`config.mk`:
```
export PLATFORM = sky130hd
export DESIGN_NAME = top_k_sorted_insert_list_unit
export DESIGN_NICKNAME = d
export VERILOG_FILES = /design/src/sv/tksl_pkg.sv /design/src/sv/tksl_ctrl.sv /design/src/sv/tksl_datapath.sv /design/src/sv/top_k_sorted_insert_list_unit.sv
export SDC_FILE = /design/constraint.sdc
export NUM_CORES = 2
export LEC_CHECK = 0
export BUFFER_PORTS_ARGS = -buffer_cell sky130_fd_sc_hd__buf_2
export CAP_MARGIN = 20
export CORE_UTILIZATION = 55
export DETAILED_ROUTE_END_ITERATION = 7
export PLACE_DENSITY = 0.74
export SLEW_MARGIN = 15
export SYNTH_ARGS = -nofsm -noshare
export SYNTH_HDL_FRONTEND = slang
export SYNTH_HIERARCHICAL = 1
export SYNTH_SLANG_ARGS = --single-unit
```
`constraint.sdc`:
```
create_clock -name clk -period 4.2 [get_ports clk]
set_clock_uncertainty 0.1 [all_clocks]
set_input_delay 0.63 -clock clk [delete_from_list [all_inputs] [get_ports clk]]
set_output_delay 0.63 -clock clk [all_outputs]
set_load 0.01 [all_outputs]
```
`src/sv/tksl_pkg.sv`:
```
// ----------------------------------------------------------------------------
// tksl_pkg
// Shared types and constants for the top-K sorted insertion list.
// ----------------------------------------------------------------------------
package tksl_pkg;

    localparam int ID_W    = 16;
    localparam int FREQ_W  = 24;
    localparam int SCORE_W = 32;
    localparam int RIDX_W  = 4;
    localparam int SLOT_W  = 4;

    // Q16.16 value of -1.0
    localparam logic signed [SCORE_W-1:0] SCORE_RESET = 32'shFFFF_0000;

    // Command codes on the command input
    localparam logic CMD_INSERT = 1'b0;
    localparam logic CMD_READ   = 1'b1;

    typedef enum logic [1:0] {
        ST_IDLE,
        ST_CMP,
        ST_INS,
        ST_READ
    } state_t;

    // Controller to datapath commands
    typedef struct packed {
        logic load_in;
        logic compare;
        logic write_list;
        logic load_ins_res;
        logic load_rd_res;
    } dp_cmd_t;

endpackage

```
`src/sv/tksl_ctrl.sv`:
```
// ----------------------------------------------------------------------------
// tksl_ctrl
// Sequencer for the top-K list: accepts a transaction, steps the datapath
// through compare and update or read, then pulses done for one cycle.
// ----------------------------------------------------------------------------
module tksl_ctrl
(
    input  logic             clk,
    input  logic             rst_n,
    input  logic             start,
    input  logic             command,
    output logic             busy,
    output logic             done,
    output tksl_pkg::dp_cmd_t cmd
);
    import tksl_pkg::*;

    state_t state_reg;
    state_t state_next;
    logic   done_reg;
    logic   done_next;

    // Next state
    always_comb
    begin
        state_next = state_reg;
        unique case (state_reg)
            ST_IDLE:
            begin
                if (start)
                begin
                    if (command == CMD_READ)
                        state_next = ST_READ;
                    else
                        state_next = ST_CMP;
                end
            end
            ST_CMP:  state_next = ST_INS;
            ST_INS:  state_next = ST_IDLE;
            ST_READ: state_next = ST_IDLE;
            default: state_next = ST_IDLE;
        endcase
    end

    // Outputs to the datapath
    always_comb
    begin
        cmd = '0;
        unique case (state_reg)
            ST_IDLE: cmd.load_in = start;
            ST_CMP:  cmd.compare = 1'b1;
            ST_INS:
            begin
                cmd.write_list   = 1'b1;
                cmd.load_ins_res = 1'b1;
            end
            ST_READ: cmd.load_rd_res = 1'b1;
            default: cmd = '0;
        endcase
    end

    // Raise done at the same edge that registers the result
    assign done_next = (state_reg == ST_INS) || (state_reg == ST_READ);

    always_ff @(posedge clk or negedge rst_n)
    begin
        if (!rst_n)
        begin
            state_reg <= ST_IDLE;
            done_reg  <= 1'b0;
        end
        else
        begin
            state_reg <= state_next;
            done_reg  <= done_next;
        end
    end

    assign busy = (state_reg != ST_IDLE);
    assign done = done_reg;

endmodule

```
`src/sv/tksl_datapath.sv`:
```
// ----------------------------------------------------------------------------
// tksl_datapath
// Row of list cells with per-cell score compare, shift-down insert, read
// select and result registers.
// ----------------------------------------------------------------------------
module tksl_datapath #(
    parameter int LIST_DEPTH = 16
)
(
    input  logic                                  clk,
    input  logic                                  rst_n,
    input  tksl_pkg::dp_cmd_t                     cmd,
    input  logic [tksl_pkg::ID_W-1:0]             new_word_id,
    input  logic [tksl_pkg::FREQ_W-1:0]           new_frequency,
    input  logic signed [tksl_pkg::SCORE_W-1:0]   new_score,
    input  logic [tksl_pkg::RIDX_W-1:0]           read_index,
    output logic                                  inserted,
    output logic [tksl_pkg::SLOT_W-1:0]           insert_slot,
    output logic [tksl_pkg::ID_W-1:0]             entry_word_id,
    output logic [tksl_pkg::FREQ_W-1:0]           entry_frequency,
    output logic signed [tksl_pkg::SCORE_W-1:0]   entry_score
);
    import tksl_pkg::*;

    // Latched transaction
    logic [ID_W-1:0]           wid_reg;
    logic [FREQ_W-1:0]         freq_reg;
    logic signed [SCORE_W-1:0] score_reg;
    logic [RIDX_W-1:0]         ridx_reg;

    // List cells
    logic signed [SCORE_W-1:0] slot_score_reg  [LIST_DEPTH];
    logic signed [SCORE_W-1:0] slot_score_next [LIST_DEPTH];
    logic [ID_W-1:0]           slot_wid_reg    [LIST_DEPTH];
    logic [ID_W-1:0]           slot_wid_next   [LIST_DEPTH];
    logic [FREQ_W-1:0]         slot_freq_reg   [LIST_DEPTH];
    logic [FREQ_W-1:0]         slot_freq_next  [LIST_DEPTH];

    // Compare flags: thermometer, set from the insert point down
    logic [LIST_DEPTH-1:0] gt_reg;
    logic [LIST_DEPTH-1:0] gt_next;
    logic [LIST_DEPTH-1:0] first_hot;
    logic [SLOT_W-1:0]     slot_enc;

    // Result registers
    logic                      inserted_reg,  inserted_next;
    logic [SLOT_W-1:0]         slot_reg,      slot_next;
    logic [ID_W-1:0]           rd_wid_reg,    rd_wid_next;
    logic [FREQ_W-1:0]         rd_freq_reg,   rd_freq_next;
    logic signed [SCORE_W-1:0] rd_score_reg,  rd_score_next;
    logic [ID_W-1:0]           sel_wid;
    logic [FREQ_W-1:0]         sel_freq;
    logic signed [SCORE_W-1:0] sel_score;

    // Capture the transaction on accept
    always_ff @(posedge clk)
    begin
        if (cmd.load_in)
        begin
            wid_reg   <= new_word_id;
            freq_reg  <= new_frequency;
            score_reg <= new_score;
            ridx_reg  <= read_index;
        end
    end

    // Per-cell compare, shift and insert
    for (genvar k = 0; k < LIST_DEPTH; k++)
    begin : g_cell
        assign gt_next[k] = (score_reg > slot_score_reg[k]);

        if (k == 0)
        begin : g_head
            assign first_hot[k] = gt_reg[k];

            always_comb
            begin
                slot_score_next[k] = slot_score_reg[k];
                slot_wid_next[k]   = slot_wid_reg[k];
                slot_freq_next[k]  = slot_freq_reg[k];
                if (cmd.write_list && gt_reg[k])
                begin
                    slot_score_next[k] = score_reg;
                    slot_wid_next[k]   = wid_reg;
                    slot_freq_next[k]  = freq_reg;
                end
            end
        end
        else
        begin : g_body
            assign first_hot[k] = gt_reg[k] & ~gt_reg[k-1];

            always_comb
            begin
                slot_score_next[k] = slot_score_reg[k];
                slot_wid_next[k]   = slot_wid_reg[k];
                slot_freq_next[k]  = slot_freq_reg[k];
                if (cmd.write_list && gt_reg[k-1])
                begin
                    // shift down from the cell above
                    slot_score_next[k] = slot_score_reg[k-1];
                    slot_wid_next[k]   = slot_wid_reg[k-1];
                    slot_freq_next[k]  = slot_freq_reg[k-1];
                end
                else if (cmd.write_list && gt_reg[k])
                begin
                    slot_score_next[k] = score_reg;
                    slot_wid_next[k]   = wid_reg;
                    slot_freq_next[k]  = freq_reg;
                end
            end
        end

        always_ff @(posedge clk or negedge rst_n)
        begin
            if (!rst_n)
            begin
                slot_score_reg[k] <= SCORE_RESET;
                slot_wid_reg[k]   <= '0;
                slot_freq_reg[k]  <= '0;
            end
            else
            begin
                slot_score_reg[k] <= slot_score_next[k];
                slot_wid_reg[k]   <= slot_wid_next[k];
                slot_freq_reg[k]  <= slot_freq_next[k];
            end
        end
    end

    // Hold compare flags for the update cycle
    always_ff @(posedge clk)
    begin
        if (cmd.compare)
        begin
            gt_reg <= gt_next;
        end
    end

    // Encode the insert point (low bits of the slot number)
    always_comb
    begin
        slot_enc = '0;
        for (int k = 0; k < LIST_DEPTH; k++)
        begin
            if (first_hot[k])
                slot_enc = slot_enc | SLOT_W'(k);
        end
    end

    // Select the slot to read; an index past the list reads as zero
    always_comb
    begin
        sel_wid   = '0;
        sel_freq  = '0;
        sel_score = '0;
        for (int k = 0; k < LIST_DEPTH; k++)
        begin
            if (int'(ridx_reg) == k)
            begin
                sel_wid   = slot_wid_reg[k];
                sel_freq  = slot_freq_reg[k];
                sel_score = slot_score_reg[k];
            end
        end
    end

    // Load the result
    always_comb
    begin
        inserted_next = inserted_reg;
        slot_next     = slot_reg;
        rd_wid_next   = rd_wid_reg;
        rd_freq_next  = rd_freq_reg;
        rd_score_next = rd_score_reg;
        if (cmd.load_ins_res)
        begin
            inserted_next = |gt_reg;
            slot_next     = slot_enc;
            rd_wid_next   = '0;
            rd_freq_next  = '0;
            rd_score_next = '0;
        end
        else if (cmd.load_rd_res)
        begin
            inserted_next = 1'b0;
            slot_next     = '0;
            rd_wid_next   = sel_wid;
            rd_freq_next  = sel_freq;
            rd_score_next = sel_score;
        end
    end

    always_ff @(posedge clk)
    begin
        inserted_reg <= inserted_next;
        slot_reg     <= slot_next;
        rd_wid_reg   <= rd_wid_next;
        rd_freq_reg  <= rd_freq_next;
        rd_score_reg <= rd_score_next;
    end

    assign inserted        = inserted_reg;
    assign insert_slot     = slot_reg;
    assign entry_word_id   = rd_wid_reg;
    assign entry_frequency = rd_freq_reg;
    assign entry_score     = rd_score_reg;

endmodule

```
`src/sv/top_k_sorted_insert_list_unit.sv`:
```
// ----------------------------------------------------------------------------
// top_k_sorted_insert_list_unit
// Top-K list of scored words kept in descending score order.
// ----------------------------------------------------------------------------
// A transaction is taken when start is high and busy is low. An insert
// (command 0) then holds busy while it compares against every slot in
// parallel, registers the compare flags, then shifts and writes the list.
// A read (command 1) holds busy while it selects the slot. The result
// appears on the output ports for exactly one cycle with done high, in the
// first cycle that busy is low again, so the receiver must take it then; a
// new start may be given in that same cycle. No new transaction is taken
// while busy is high, so each must finish before the next is accepted.
// After reset every slot holds id 0, frequency 0, score -1.0.
// ----------------------------------------------------------------------------
module top_k_sorted_insert_list_unit #(
    parameter int LIST_DEPTH = 16
)
(
    input  logic                                  clk,
    input  logic                                  rst_n,
    input  logic                                  start,
    output logic                                  busy,
    output logic                                  done,
    input  logic                                  command,
    input  logic [tksl_pkg::ID_W-1:0]             new_word_id,
    input  logic [tksl_pkg::FREQ_W-1:0]           new_frequency,
    input  logic signed [tksl_pkg::SCORE_W-1:0]   new_score,
    input  logic [tksl_pkg::RIDX_W-1:0]           read_index,
    output logic                                  inserted,
    output logic [tksl_pkg::SLOT_W-1:0]           insert_slot,
    output logic [tksl_pkg::ID_W-1:0]             entry_word_id,
    output logic [tksl_pkg::FREQ_W-1:0]           entry_frequency,
    output logic signed [tksl_pkg::SCORE_W-1:0]   entry_score
);
    import tksl_pkg::*;

    dp_cmd_t dp_cmd;

    // Sequencer
    tksl_ctrl u_ctrl (
        .clk     (clk),
        .rst_n   (rst_n),
        .start   (start),
        .command (command),
        .busy    (busy),
        .done    (done),
        .cmd     (dp_cmd)
    );

    // List storage and result path
    tksl_datapath #(
        .LIST_DEPTH (LIST_DEPTH)
    ) u_datapath (
        .clk             (clk),
        .rst_n           (rst_n),
        .cmd             (dp_cmd),
        .new_word_id     (new_word_id),
        .new_frequency   (new_frequency),
        .new_score       (new_score),
        .read_index      (read_index),
        .inserted        (inserted),
        .insert_slot     (insert_slot),
        .entry_word_id   (entry_word_id),
        .entry_frequency (entry_frequency),
        .entry_score     (entry_score)
    );

endmodule
```
==> results.md <==
Outcome:
- The flow ran to the end, but the final reports show violations.
- The checks that failed: DRC.

Pwr:
- The switching component of the power is 26700 uW.
- Of the total power, combinational logic draws 0.368.
- The switching share of power is 0.412.
- The power density over the cells is 719 nW/um^2.
- The clock network power share is 0.215.
- The share of power burned in registers is 0.416.
- VDD sags by at most 0.430 mV.
- The internal portion of the total power is 38100 uW.
- Summed over all cells, the static leakage comes to 0.0419 uW.

Timing:
- The count of final setup violators is 0.
- The total count of max-transition violations in the final report is 0.
- At the pin with the least slew margin, the transition time is 1.35 ns.
- The routed design could run at a clock period as short as 3.78 ns.
- The share of the clock period used by the worst path after layout is 0.900.
- The setup total negative slack is 0 ns.
- The relative slew slack is 0.0991.
- For this run, the top clock speed supported by timing is 265 MHz.
- The count of endpoints failing hold in the final timing report is 0.
- Setup repair after global routing left no endpoint under its margin.

Logic synthesis:
- The synthesized design spends more area on one cell type than any other, namely dfrtp_1.
- Yosys mapped a number of flops with a built-in enable equal to 97.
- The count of warnings emitted by yosys is 6.
- The gate count after technology mapping is 9475.
- The number of different library cells used by synthesis comes to 80.
- Counting every net in the synthesized netlist gives 10100.
- Averaged over all synthesized cells, the footprint is 8.47 sq um.
- The flip-flop and latch count after synthesis is 1324.
- Ranked by total cell area, the synthesized netlist is headed by dfrtp_1 28%, nand2_1 9.3%, dfstp_2 8.4%.
- The proportion of synthesized chip area in sequential cells is 0.418.
- The top flip-flop cell by instance count after synthesis is dfrtp_1.
- Of the post-synthesis cell area, the dominant cell type holds 0.280.
- The share of flip-flops with an asynchronous set or reset after synthesis is 0.872.
- The post-synth design cell area is 80200 sq um.

Layout:
- The net count reported at finish is 10000.
- The final cell area excluding filler cells is 90000 sq um.
- Of the cells placed in the final design, the portion with a size suffix greater than 1 is 0.122.
- The sequential cell area in the final layout is 33600 sq um.
- The most common cell after layout, fill and taps aside is nand2_1.
- The number of fillers in the final layout is 12100.
- The growth of design area from synthesis to finish is 12.2%.
- Summing all multi-input logic gate instances after layout gives 42000 sq um.
- The top cell types in the final layout, fill and taps aside, are 1980 x nand2_1, 954 x nor2_1, 899 x dfrtp_1.
- The register with the most flip-flops in the layout has 512 of them.

Clock network:
- The number of buffers created by CTS is 154.
- The number of levels the H-tree was split into is 4.
- Clock-pin slew was measured on the worst setup and hold paths at 0.06 ns.
- The maximum count of clock buffers along a single path is 3.
- The cell sitting at the root of the clock tree is a clkbuf_16.
- After clock tree synthesis, the repair step resized 0 gates.
- TritonCTS built the clock tree.
- The number of sinks handled by clock tree synthesis is 1324.
- At the later pin of the worst-skew pair, clock insertion delay measures 0.80 ns.

Floorplanning:
- The die covers 147000 sq um.
- The starting density of the core is 0.557.
- 159 I/O pins were placed.
- The number of rows in the core area is 139.
- The area inside the core boundary is 144000 sq um.
- The die span in x is 384 um.
- From bottom edge to top edge, the die measures 384 um.

Critical path:
- The worst register-to-register path has a setup slack of 0.42 ns.
- The worst setup path is captured at a flop.
- At the worst endpoint, the arrival time is 4.38 ns.
- The kind of start point of the critical path is a flop.
- The worst setup path category is reg -> reg.
- The critical path endpoint is u_datapath/entry_score[31].
- The number of cell instances on the worst register-to-register path is 8.
- The startpoint identified for the worst register-to-register timing path is u_datapath/ridx_reg[3].
- The critical path startpoint is u_datapath/ridx_reg[3].
- The required time at the endpoint of the critical path is 4.80 ns.
- The highest net fanout along the worst path is 24.
- In this run the critical register-to-register path is captured at u_datapath/entry_score[31].

Global routing:
- The global-route wire length before repair is 460 mm.
- The number of global-route vias before repair is 71900.
- The number of antenna violations at the first check in global routing is 21.
- In the global route stage, overall resource usage came out at 0.412.
- The pin count of the biggest net entering global routing is 217.
- Global routing finished with a remaining overflow of 0.

Routing:
- Dividing the detail-routed via count by the number of cells gives 6.69.
- The detailed router placed 76800 vias in this run.
- Summed over all nets, wire length on met2 after detailed routing comes to 125 mm.
- The final routed wirelength across all metal layers is 310 mm.
- For this block, wires on met1 add up to 123 mm.
- For this run, design rule violations remaining after detail routing come to 6.
- Detailed routing placed a total of 47.7 mm of wire on met3.
- The first detailed-routing pass ran for 8 iterations.
- The highest metal layer used by the detailed router is met5.
- The count of routing violations after the opening detailed-route iteration is 11500.
- The number of nets with antenna violations after detailed routing is 0.
- The detailed-route wire length per cell is 27.0 um.

Place:
- The global placement routability congestion is 0.995.
- The instance area at placement is 84100 sq um.
- Once detailed placement completed, the half-perimeter wirelength came to 213 mm.
- The number of port buffers is 158.

Min path:
- In this run the worst hold path is classified as in -> reg.

Flow run:
- Max-cap violations in this run came to 0.
-- metal layers --
layer | GRT usage | vias to the layer above
met3 | 0.159 | 914
met5 | 0 | -
met2 | 0.567 | 5444
li1 | - | 33300
met1 | 0.574 | 37100
met4 | 0.174 | 26
-- power groups by stage --
stage          sequential [uW]  combinational (uW)  clock [uW]
6_report                 27000               23900       13900
5_1_grt                  27400               26300       14500
4_1_cts                  26400               23300       14000
3_5_place_dp             26500               23100           0
3_3_place_gp             26300               22200           0
2_1_floorplan            23900               16500           0
-- final cells by class --
class / instances / area share
Clock buffer: 237 / 0.0510
Antenna cell: 12 / 0.000334
Multi-Input combinational cell: 6869 / 0.467
Tap cell: 1903 / 0.0264
Timing Repair Buffer: 556 / 0.0533
Sequential cell: 1324 / 0.373
Clock inverter: 43 / 0.00657
Inverter: 542 / 0.0226
-- Yosys cell counts (41+ instances only) --
| cell type | n |
|---|---|
| clkbuf_1 | 612 |
| o22ai_1 | 86 |
| a22o_1 | 232 |
| nor3_1 | 51 |
| nand4_1 | 67 |
| dfxtp_1 | 72 |
| nor2b_1 | 58 |
| a211oi_1 | 52 |
| o211ai_1 | 47 |
| mux2_2 | 86 |
| ha_1 | 512 |
| o221ai_1 | 61 |
| nand3_1 | 70 |
| a21o_1 | 84 |
| dfrtp_1 | 899 |
| mux2i_1 | 366 |
| nand2_1 | 1995 |
| dfstp_2 | 256 |
| buf_1 | 63 |
| mux4_2 | 41 |
| nor2_1 | 966 |
| nand3b_1 | 70 |
| inv_1 | 541 |
| a22oi_1 | 67 |
| buf_2 | 60 |
| o21ai_0 | 537 |
| edfxtp_1 | 97 |
| a31oi_1 | 767 |
| a21oi_1 | 322 |
| a2111oi_0 | 53 |
-- repair_timing --
action	in CTS	in global routing
hold buffers	73	0
setup buffers	0	0
hold endpoints to repair	102	0
-- logic make-up (layout without fill, tap and decap cells) --
| group | Yosys count | count (layout) | share of synthesized area |
|---|---|---|---|
| simple gates | 3377 | 3377 | 0.171 |
| compound gates | 2487 | 2487 | 0.200 |
| flops | 1324 | 1324 | 0.418 |
| buf+inv | 1282 | 1378 | 0.0611 |
| fa+ha+maj | 512 | 512 | 0.0798 |
| mux | 493 | 493 | 0.0692 |
| other cells | 0 | 12 | 0 |
-- how the worst min path moves through the flow --
stage                              startpoint                   endpoint  cells after the start
floorplan                               rst_n                u_ctrl/done                      0
global placement    u_datapath/entry_score[1]  u_datapath/entry_score[1]                      2
detailed placement  u_datapath/entry_score[1]  u_datapath/entry_score[1]                      2
CTS                             read_index[1]     u_datapath/ridx_reg[1]                      1
global route                    read_index[2]     u_datapath/ridx_reg[2]                      1
finish                          read_index[2]     u_datapath/ridx_reg[2]                      1
-- through the flow --
step	power (uW)	worst slack, ns	std cells	util	hold slack [ns]
floorplan	40300	0.821	9475	-	0.234
global placement	48500	0.538	11100	0.583	0.359
detailed placement	49600	0.743	11100	0.583	0.361
CTS	63600	0.732	11500	0.624	0.0173
global route	68200	0.506	11500	0.624	0.0608
finish	64800	0.420	11500	0.624	0.0717
-- critical path: stages, from the launching register on --
cell	delay (ns)
edfxtp_1	0.70
buf_4	0.57
or3b_2	0.22
a21oi_1	0.12
a21oi_1	0.15
nor2_1	0.06
o311ai_1	1.11
a21oi_1	0.36
a21o_1	0.26
Note: power is estimated with default switching activity, not from simulation.
